<file path="config.mk">
export PLATFORM = sky130hd
export DESIGN_NAME = longest_distinct_run_tracker_unit
export DESIGN_NICKNAME = d
export VERILOG_FILES = /design/src/design/ldrt_pkg.sv /design/src/design/longest_distinct_run_tracker_unit.sv /design/src/design/ldrt_ram.sv
export SDC_FILE = /design/constraint.sdc
export NUM_CORES = 2
export LEC_CHECK = 0
export BUFFER_PORTS_ARGS = -buffer_cell sky130_fd_sc_hd__buf_4
export CELL_PAD_IN_SITES_DETAIL_PLACEMENT = 1
export CELL_PAD_IN_SITES_GLOBAL_PLACEMENT = 1
export CORE_ASPECT_RATIO = 1.2
export CORE_UTILIZATION = 51
export DETAILED_ROUTE_END_ITERATION = 8
export GPL_ROUTABILITY_DRIVEN = 0
export PLACE_DENSITY_LB_ADDON = 0.05
export SETUP_SLACK_MARGIN = 0.05
export SLEW_MARGIN = 15
export SYNTH_ARGS = -nofsm -noshare
export SYNTH_HDL_FRONTEND = slang
export SYNTH_SLANG_ARGS = --single-unit
</file>
<file path="constraint.sdc">
create_clock -name clk -period 7.5 [get_ports clk]
set_clock_uncertainty 0.2 [all_clocks]
set_input_delay 1.875 -clock clk [delete_from_list [all_inputs] [get_ports clk]]
set_output_delay 1.875 -clock clk [all_outputs]
set_load 0.005 [all_outputs]
</file>
<file path="src/design/ldrt_pkg.sv">
// ----------------------------------------------------------------------------
// ldrt_pkg
// Shared types, sizes and helpers for the longest distinct run tracker.
// ----------------------------------------------------------------------------
package ldrt_pkg;

  localparam int ALPHABET_SIZE = 128;
  localparam int ADDR_BITS     = $clog2(ALPHABET_SIZE);
  localparam int POS_BITS      = 16;
  localparam int CODE_BITS     = 7;
  localparam int LEN_OUT_BITS  = 16;

  localparam logic [POS_BITS-1:0]     POS_MAX = {POS_BITS{1'b1}};
  localparam logic [LEN_OUT_BITS-1:0] OUT_MAX = {LEN_OUT_BITS{1'b1}};

  typedef struct packed {
    logic [CODE_BITS-1:0] char_code;
    logic                 final_char;
  } in_t;

  typedef struct packed {
    logic [LEN_OUT_BITS-1:0] window_length;
    logic [LEN_OUT_BITS-1:0] best_length;
    logic                    string_end;
    logic                    length_overflow;
  } out_t;

  // Saturate a position-wide length to the output width.
  function automatic logic [LEN_OUT_BITS-1:0] clamp_len(input logic [POS_BITS-1:0] v);
    logic [32:0] w;
    w = 33'(v);
    if (w > 33'(OUT_MAX)) begin
      return OUT_MAX;
    end
    return LEN_OUT_BITS'(w);
  endfunction

  // Fold a character code into the table index range.
  function automatic logic [ADDR_BITS-1:0] code_index(input logic [CODE_BITS-1:0] c);
    return ADDR_BITS'(32'(c) % ALPHABET_SIZE);
  endfunction

endpackage

</file>
<file path="src/design/longest_distinct_run_tracker_unit.sv">
// ----------------------------------------------------------------------------
// longest_distinct_run_tracker_unit
// Streams characters and reports the current and longest distinct run.
// ----------------------------------------------------------------------------
// Takes one character per cycle unless the output stalls, and returns one
// result per character through the stage 1 and output registers. The last-seen
// position of each code lives in a 128-entry RAM with one write and one
// registered read port; the read is issued when a character is accepted and
// the write happens as it leaves stage 1, with a bypass for a character that
// repeats the one just before it. Seen flags sit in flip-flops and clear at
// once on the final character of a string, so the next string may follow
// immediately. An output register holds a result while downstream stalls.
module longest_distinct_run_tracker_unit
  import ldrt_pkg::*;
(
  input  logic clk,
  input  logic rst,
  input  logic in_valid,
  output logic in_ready,
  input  in_t  in_data,
  output logic out_valid,
  input  logic out_ready,
  output out_t out_data
);

  // Stage 1: item waiting for its table read data
  logic                 s1_valid;
  logic [ADDR_BITS-1:0] s1_idx;
  logic                 s1_final;
  logic                 s1_fwd_hit;
  logic [POS_BITS-1:0]  s1_fwd_pos;

  logic [ALPHABET_SIZE-1:0] seen;
  logic [POS_BITS-1:0]      window_start;
  logic [POS_BITS-1:0]      char_position;
  logic [POS_BITS-1:0]      longest_so_far;
  logic                     overflow_seen;

  logic                 in_fire;
  logic                 s1_fire;
  logic                 advance;
  logic [ADDR_BITS-1:0] rd_idx;
  logic [POS_BITS-1:0]  rd_pos;
  logic [POS_BITS-1:0]  prev_pos;
  logic                 ovf_now;
  logic                 repeat_hit;
  logic [POS_BITS-1:0]  window_start_next;
  logic [POS_BITS-1:0]  win_len;
  logic [POS_BITS-1:0]  longest_next;
  logic                 wr_en;

  assign advance  = !out_valid || out_ready;
  assign s1_fire  = s1_valid && advance;
  assign in_ready = !s1_valid || advance;
  assign in_fire  = in_valid && in_ready;
  assign rd_idx   = code_index(in_data.char_code);

  ldrt_ram #(
    .WIDTH(POS_BITS),
    .DEPTH(ALPHABET_SIZE)
  ) u_pos_ram (
    .clk     (clk),
    .wr_en   (wr_en),
    .wr_addr (s1_idx),
    .wr_data (char_position),
    .rd_en   (in_fire),
    .rd_addr (rd_idx),
    .rd_data (rd_pos)
  );

  always_comb begin
    prev_pos   = s1_fwd_hit ? s1_fwd_pos : rd_pos;
    ovf_now    = overflow_seen || (char_position == POS_MAX);
    repeat_hit = seen[s1_idx] && (prev_pos >= window_start);
    window_start_next = repeat_hit ? prev_pos + POS_BITS'(1) : window_start;
    if (ovf_now) begin
      win_len      = POS_MAX;
      longest_next = POS_MAX;
    end else begin
      win_len      = char_position - window_start_next + POS_BITS'(1);
      longest_next = (win_len > longest_so_far) ? win_len : longest_so_far;
    end
    wr_en = s1_fire && !ovf_now;
  end

  // Stage 1 capture; bypass a write that lands in the same cycle as the read
  always_ff @(posedge clk) begin
    if (rst) begin
      s1_valid <= 1'b0;
    end else if (in_fire) begin
      s1_valid <= 1'b1;
    end else if (s1_fire) begin
      s1_valid <= 1'b0;
    end
    if (in_fire) begin
      s1_idx     <= rd_idx;
      s1_final   <= in_data.final_char;
      s1_fwd_hit <= wr_en && (s1_idx == rd_idx);
      s1_fwd_pos <= char_position;
    end
  end

  // String state
  always_ff @(posedge clk) begin
    if (rst) begin
      seen           <= '0;
      window_start   <= '0;
      char_position  <= '0;
      longest_so_far <= '0;
      overflow_seen  <= 1'b0;
    end else if (s1_fire) begin
      if (s1_final) begin
        seen           <= '0;
        window_start   <= '0;
        char_position  <= '0;
        longest_so_far <= '0;
        overflow_seen  <= 1'b0;
      end else begin
        overflow_seen  <= ovf_now;
        longest_so_far <= longest_next;
        if (!ovf_now) begin
          seen[s1_idx]  <= 1'b1;
          window_start  <= window_start_next;
          char_position <= char_position + POS_BITS'(1);
        end
      end
    end
  end

  // Output register
  always_ff @(posedge clk) begin
    if (rst) begin
      out_valid <= 1'b0;
    end else if (s1_fire) begin
      out_valid <= 1'b1;
    end else if (out_ready) begin
      out_valid <= 1'b0;
    end
    if (s1_fire) begin
      out_data.window_length   <= clamp_len(win_len);
      out_data.best_length     <= clamp_len(longest_next);
      out_data.string_end      <= s1_final;
      out_data.length_overflow <= ovf_now;
    end
  end

endmodule

</file>
<file path="src/design/ldrt_ram.sv">
// ----------------------------------------------------------------------------
// ldrt_ram
// Generic single-write, single-read RAM with registered read data.
// ----------------------------------------------------------------------------
module ldrt_ram #(
  parameter int WIDTH = 16,
  parameter int DEPTH = 128
) (
  input  logic                     clk,
  input  logic                     wr_en,
  input  logic [$clog2(DEPTH)-1:0] wr_addr,
  input  logic [WIDTH-1:0]         wr_data,
  input  logic                     rd_en,
  input  logic [$clog2(DEPTH)-1:0] rd_addr,
  output logic [WIDTH-1:0]         rd_data
);

  logic [WIDTH-1:0] mem [DEPTH];

  always_ff @(posedge clk) begin
    if (wr_en) begin
      mem[wr_addr] <= wr_data;
    end
    if (rd_en) begin
      rd_data <= mem[rd_addr];
    end
  end

endmodule

</file>
-- Word-level counts from Yosys, hierarchy flattened
Memories as Yosys holds them, arrays and structs flattened. A register that Yosys moved wholly into a read port is not among the register bits.
Index checks and enable logic that the tools add are counted.
- multiplexer cells: 22
- reductions and logical operators: 15
- eq/ne operators: 3
- add/subtract/negate cells: 4
- bitwise gates (word level): 1
- $lt $le $gt $ge: 4
- operators by type and width (cell ; count):
    $mux 128 ; 2
    $mux 16 ; 9
    $or 128x128->128 ; 1
    $add 16x1->16 const B ; 3
    $eq 16x16->1 const B ; 1
    $ge 16x16->1 ; 1
    $gt 16x16->1 ; 1
    $sub 16x16->16 ; 1
    $mux 1 ; 9
    $lt 7x8->1 const B ; 1
    $bmux 1 s7 ; 1
    $demux 1 s7 ; 1
    $eq 7x7->1 ; 1
    $ge 7x1->1 const B ; 1
    $logic_and 1x1->1 ; 6
    $reduce_bool 2->1 ; 2
    $logic_not 1->1 ; 3
    $logic_or 1x1->1 ; 3
    $ne 2x2->1 const B ; 1
    $reduce_and 2->1 ; 1
- memory bits (writable): 2048
- memories kept: 1
- output and inout bits: 36
- input port bits: 12
- register bits: 238
- memory list (memory ; depth ; width ; read ports ; clocked after Yosys merged registers in ; write ports ; line ; RTL):
    u_pos_ram.mem ; 128 ; 16 ; 1 ; 1 ; 1 ; ldrt_ram.sv:18 ; logic [WIDTH-1:0] mem [DEPTH];

-- Depth between registers and ports, before layout
- word-level depth: 10
- depth in mapped cells: 37
- gate-level depth less buffers: 30

-- Cells and area by module
Synthesis repeated with hierarchy kept, for this count alone.
- cells, all modules: 4303
- area total of the unflattened synthesis: 90276.6 µm²
- modules (own cells, without submodules) (module ; seq. area each (µm²) ; cells each ; area each (µm²) ; times used):
    ldrt_ram ; 61979.4 ; 3086 ; 78683.0 ; 1
    longest_distinct_run_tracker_unit ; 5355.1 ; 1217 ; 11593.6 ; 1

-- Worst setup path after synthesis
Ideal clock, no wire load.
- kind: reg-to-reg
- start point: register s1_fwd_hit
- end point: register out_data[13] (netlist name), data pin
- path buffers: 6
- library setup time: 265 ps
- setup slack: -441 ps
- data arrival time: 7475 ps
- data required time: 7035 ps
- period minus slack after synthesis: 7941 ps
- stages on the path, launching flop included: 35
- path through: edfxtp_1 > buf_2 > buf_4 > buf_2 > mux2_2 > ha_1 > a21oi_1 > o21a_1 > o22ai_1 > a211o_1 > and3b_1 > buf_2 > buf_2 > and3_1 > or2_2 > ha_1 > inv_1 > ha_1 > fa_1 > a21o_1 > a221oi_1 > a21oi_1 > a211o_1 > nand2_1 > xnor2_1 > and3_1 > nor2_1 > ha_1 > and4_1 > a221o_1 > a311oi_2 > or2_2 > clkbuf_1 > nor2_1 > or3_1
- longest elaborated chain between the ends: 9
- elaborated cells between the ends (all ways): 10
- those cells by class: add/sub: 3; order compare: 2; mux: 4; reduce/logical: 1
- RTL lines (what ; line ; RTL):
    start, declared ; longest_distinct_run_tracker_unit.sv:30 ; logic s1_fwd_hit;
    start signal, assigned ; longest_distinct_run_tracker_unit.sv:98 ; s1_fwd_hit <= wr_en && (s1_idx == rd_idx);
    $mux 16 * ; longest_distinct_run_tracker_unit.sv:72 ; prev_pos = s1_fwd_hit ? s1_fwd_pos : rd_pos;
    $ge 16x16->1 ; longest_distinct_run_tracker_unit.sv:74 ; repeat_hit = seen[s1_idx] && (prev_pos >= window_start);
    $logic_and 1x1->1 ; longest_distinct_run_tracker_unit.sv:74 ;
    $mux 16 * ; longest_distinct_run_tracker_unit.sv:75 ; window_start_next = repeat_hit ? prev_pos + POS_BITS'(1) : window_start;
    $sub 16x16->16 * ; longest_distinct_run_tracker_unit.sv:80 ; win_len = char_position - window_start_next + POS_BITS'(1);
    $add 16x1->16 * ; longest_distinct_run_tracker_unit.sv:80 ;
    $gt 16x16->1 ; longest_distinct_run_tracker_unit.sv:81 ; longest_next = (win_len > longest_so_far) ? win_len : longest_so_far;
    $mux 16 * ; longest_distinct_run_tracker_unit.sv:81 ;
    $mux 16 * ; longest_distinct_run_tracker_unit.sv:76 ; if (ovf_now) begin
    net longest_next[11] ; longest_distinct_run_tracker_unit.sv:49 ; logic [POS_BITS-1:0] longest_next;
    end, declared ; longest_distinct_run_tracker_unit.sv:23 ; output out_t out_data
The timed path passes the listed nets; every way through them passes the cells marked *.
A chain may end at the register's enable or synchronous reset.

-- Final worst setup path
- start point: register s1_fwd_hit
- end point: register out_data[8] (netlist name), data pin
Same word-level chain as after synthesis.

==> results.txt <==
worst-margin pin slew -> 1217 ps
PwrDens -> 255.9 nW/um^2
EDFF count, synth -> 2123
via count -> 45140
Final Max Slew Viols -> 0
Max VDD drop -> 204.2 uV
DR WL/cell -> 32.31 um
Worst EP required -> 7880 ps
DRT Pass-1 Iters -> 5
Routed Antenna Nets -> 0
Clock Tree Root -> clkbuf_16
HPWL after DPL -> 143300 um
die height -> 463.9 um
Hold WC Path Type -> reg2reg
first-pass GRT wire length -> 340000 um
initial antenna violation count -> 10
Worst slew margin -> 0.1886
Area Growth Syn to Fin -> 14.60%
# Max-Cap Violations -> 0
H-tree depth -> 4
setup TNS -> 0 ps
Worst Setup Start Kind -> register
Max Freq -> 0.1358 GHz
Crit Path Max Fanout -> 8
Leak Pwr -> 0.03742 uW
GR Overflow Total -> 0
Netlist cell types -> 67
largest net degree at the start of global routing -> 101
initial DRC count -> 4035
Worst Path Arrival -> 7750 ps
Starting Density -> 0.5135
worst reg2reg path startpoint -> s1_fwd_hit
fin cells -> 7267
Placed Cells -> 6838
total core area -> 176600 um^2
Crit. End Element -> register
Mapped Area -> 90660 um^2
Synth async-reset ratio -> 0
clock latency on the worst-skew pair -> 860 ps
# port buffers -> 47
gr usage total -> 0.2637
RSZ-0062 raised after global routing -> true
final net count -> 4848
endpoints failing hold -> 0
fin crit share -> 0.9818
dominant synthesized flop cell -> edfxtp_1
Synth Net Count -> 4481
CTS sink cnt -> 2302
layout cells sized above 1 -> 0.3168
Synth warnings -> 0
sequential fraction of the synthesis area -> 0.7427
fin crit period -> 7364 ps
CTS tree -> built
die width -> 386.9 um
die footprint -> 179500 um^2
IO Pins -> 48
number of remaining DRC errors -> 0
Syn Inst Count -> 4405
cts bufs inserted -> 219
CTS Buffer Depth -> 3
Setup crit start -> s1_fwd_hit
crit path kind -> reg2reg
final wirelength -> 234800 um
# setup viols final -> 0
row count -> 169
Yosys reg bits -> 2302
Syn Area/Cell -> 20.58 um^2
Slowest cell on crit path -> a2111oi_1
status -> finished, final reports clean
Hold Crit Start -> window_start[9]
number of global-route vias before repair -> 47560
CP peak stage delay -> 460 ps
CTS clk-pin slew, worst paths -> 60 ps
via/cell ratio -> 6.212
## through the flow
stage | power (uW) | util | cell area, um^2 | worst slack (ps) | hold slack, ps
final | 26590 | 0.5884 | 103900 | 136.3 | 256.6
after global routing | 27330 | 0.5884 | 103900 | -189.1 | 276.9
after CTS | 26730 | 0.5844 | 103200 | 87.70 | 260.2
after detailed placement | 15670 | 0.5436 | 95990 | -117.4 | 251.2
after global placement | 15640 | 0.5436 | 95980 | -13.76 | 238.2
after floorplan | 15090 | - | 90780 | 72.57 | 224.4
## cell usage after synthesis, drive strengths merged (16+ instances only)
cell type	count	area, um^2
edfxtp	2123	63750
mux4	694	15630
nor2	331	1242
a21oi	203	1016
dfxtp	179	3583
clkbuf	145	545.5
buf	105	519.2
nand2	77	289.0
ha	63	788.3
inv	62	232.7
o21ai	55	275.3
nor3	45	225.2
xnor2	27	236.5
mux2i	24	240.2
mux2	23	259.0
nand3	22	110.1
nand2b	19	118.9
nand4	18	112.6
xor2	17	148.9
or3	16	100.1
## worst max-delay path, delay by kind of cell (launching register included)
family / cells / cell delay (ps)
buf+inv: 5 / 720
compound gates: 13 / 2910
fa+ha+maj: 4 / 1070
simple gates: 7 / 1410
mux: 1 / 320
flops: 1 / 440
## layer usage
| layer | routed length, um | track usage | up-vias | share of wire |
|---|---|---|---|---|
| met3 | 11500 | 0.03415 | 312 | 0.049 |
| met4 | 6630 | 0.07763 | 0 | 0.028 |
| met2 | 117800 | 0.4360 | 1354 | 0.50 |
| li1 | - | - | 18930 | - |
| met5 | 0 | 0 | - | 0 |
| met1 | 98840 | 0.3703 | 24540 | 0.42 |
## cell families after synthesis
kind of cell	share of synthesized area
adder cells (fa/ha/maj)	0.008915
AND/OR/NAND/NOR	0.02929
XOR/XNOR	0.004251
flip-flops	0.7427
multiplexers	0.1779
buffers and inverters	0.01439
AO/OA/AOI/OAI	0.02255
## power breakdown
part	switching, uW	internal (uW)
sequential	30.6	13900
clock	4790	6300
combinational	865	695
## path summary, 6_finish.rpt
kind | cells after the start | slack [ps] | to
worst max register to register | 30 | 140 | out_data[8]
worst min register to register | 2 | 260 | window_start[9]
worst min-delay path | 2 | 260 | window_start[9]
worst max-delay path | 30 | 140 | out_data[8]
## repair_timing
action	CTS	global route
hold buffers	0	0
pin swaps	3	44
setup buffers	2	14
gates resized for setup	3	103
gates cloned	1	2
setup endpoints to repair	28	32
## registers in the layout, indices dropped and copies added (netlist names)
register / flops
char_position: 16
longest_so_far: 16
out_data: 34
out_valid: 1
overflow_seen: 1
s1_final: 1
s1_fwd_hit: 1
s1_fwd_pos: 16
s1_idx: 7
s1_valid: 1
seen: 128
u_pos_ram.mem: 2048
u_pos_ram.rd_data: 16
window_start: 16
## cells in the final DEF, fill, tap and decap left out, types with 47 or more instances in the layout
| master | n |
|---|---|
| dfxtp_1 | 163 |
| a21oi_1 | 194 |
| clkinv_1 | 52 |
| nand2_1 | 75 |
| edfxtp_1 | 2123 |
| mux4_2 | 694 |
| inv_1 | 61 |
| nor2_1 | 296 |
| clkbuf_16 | 225 |
| buf_4 | 350 |
| ha_1 | 47 |
## area by class of cell
type / instances / area, um^2
Timing Repair Buffer: 395 / 3468
Clock buffer: 271 / 5802
Sequential cell: 2302 / 67390
Multi-Input combinational cell: 1790 / 22740
Clock inverter: 134 / 1355
Antenna cell: 3 / 7.507
Fill cell: 14730 / 72670
Inverter: 64 / 240.2
Tap cell: 2308 / 2888
(Power assumes the default switching activity.)
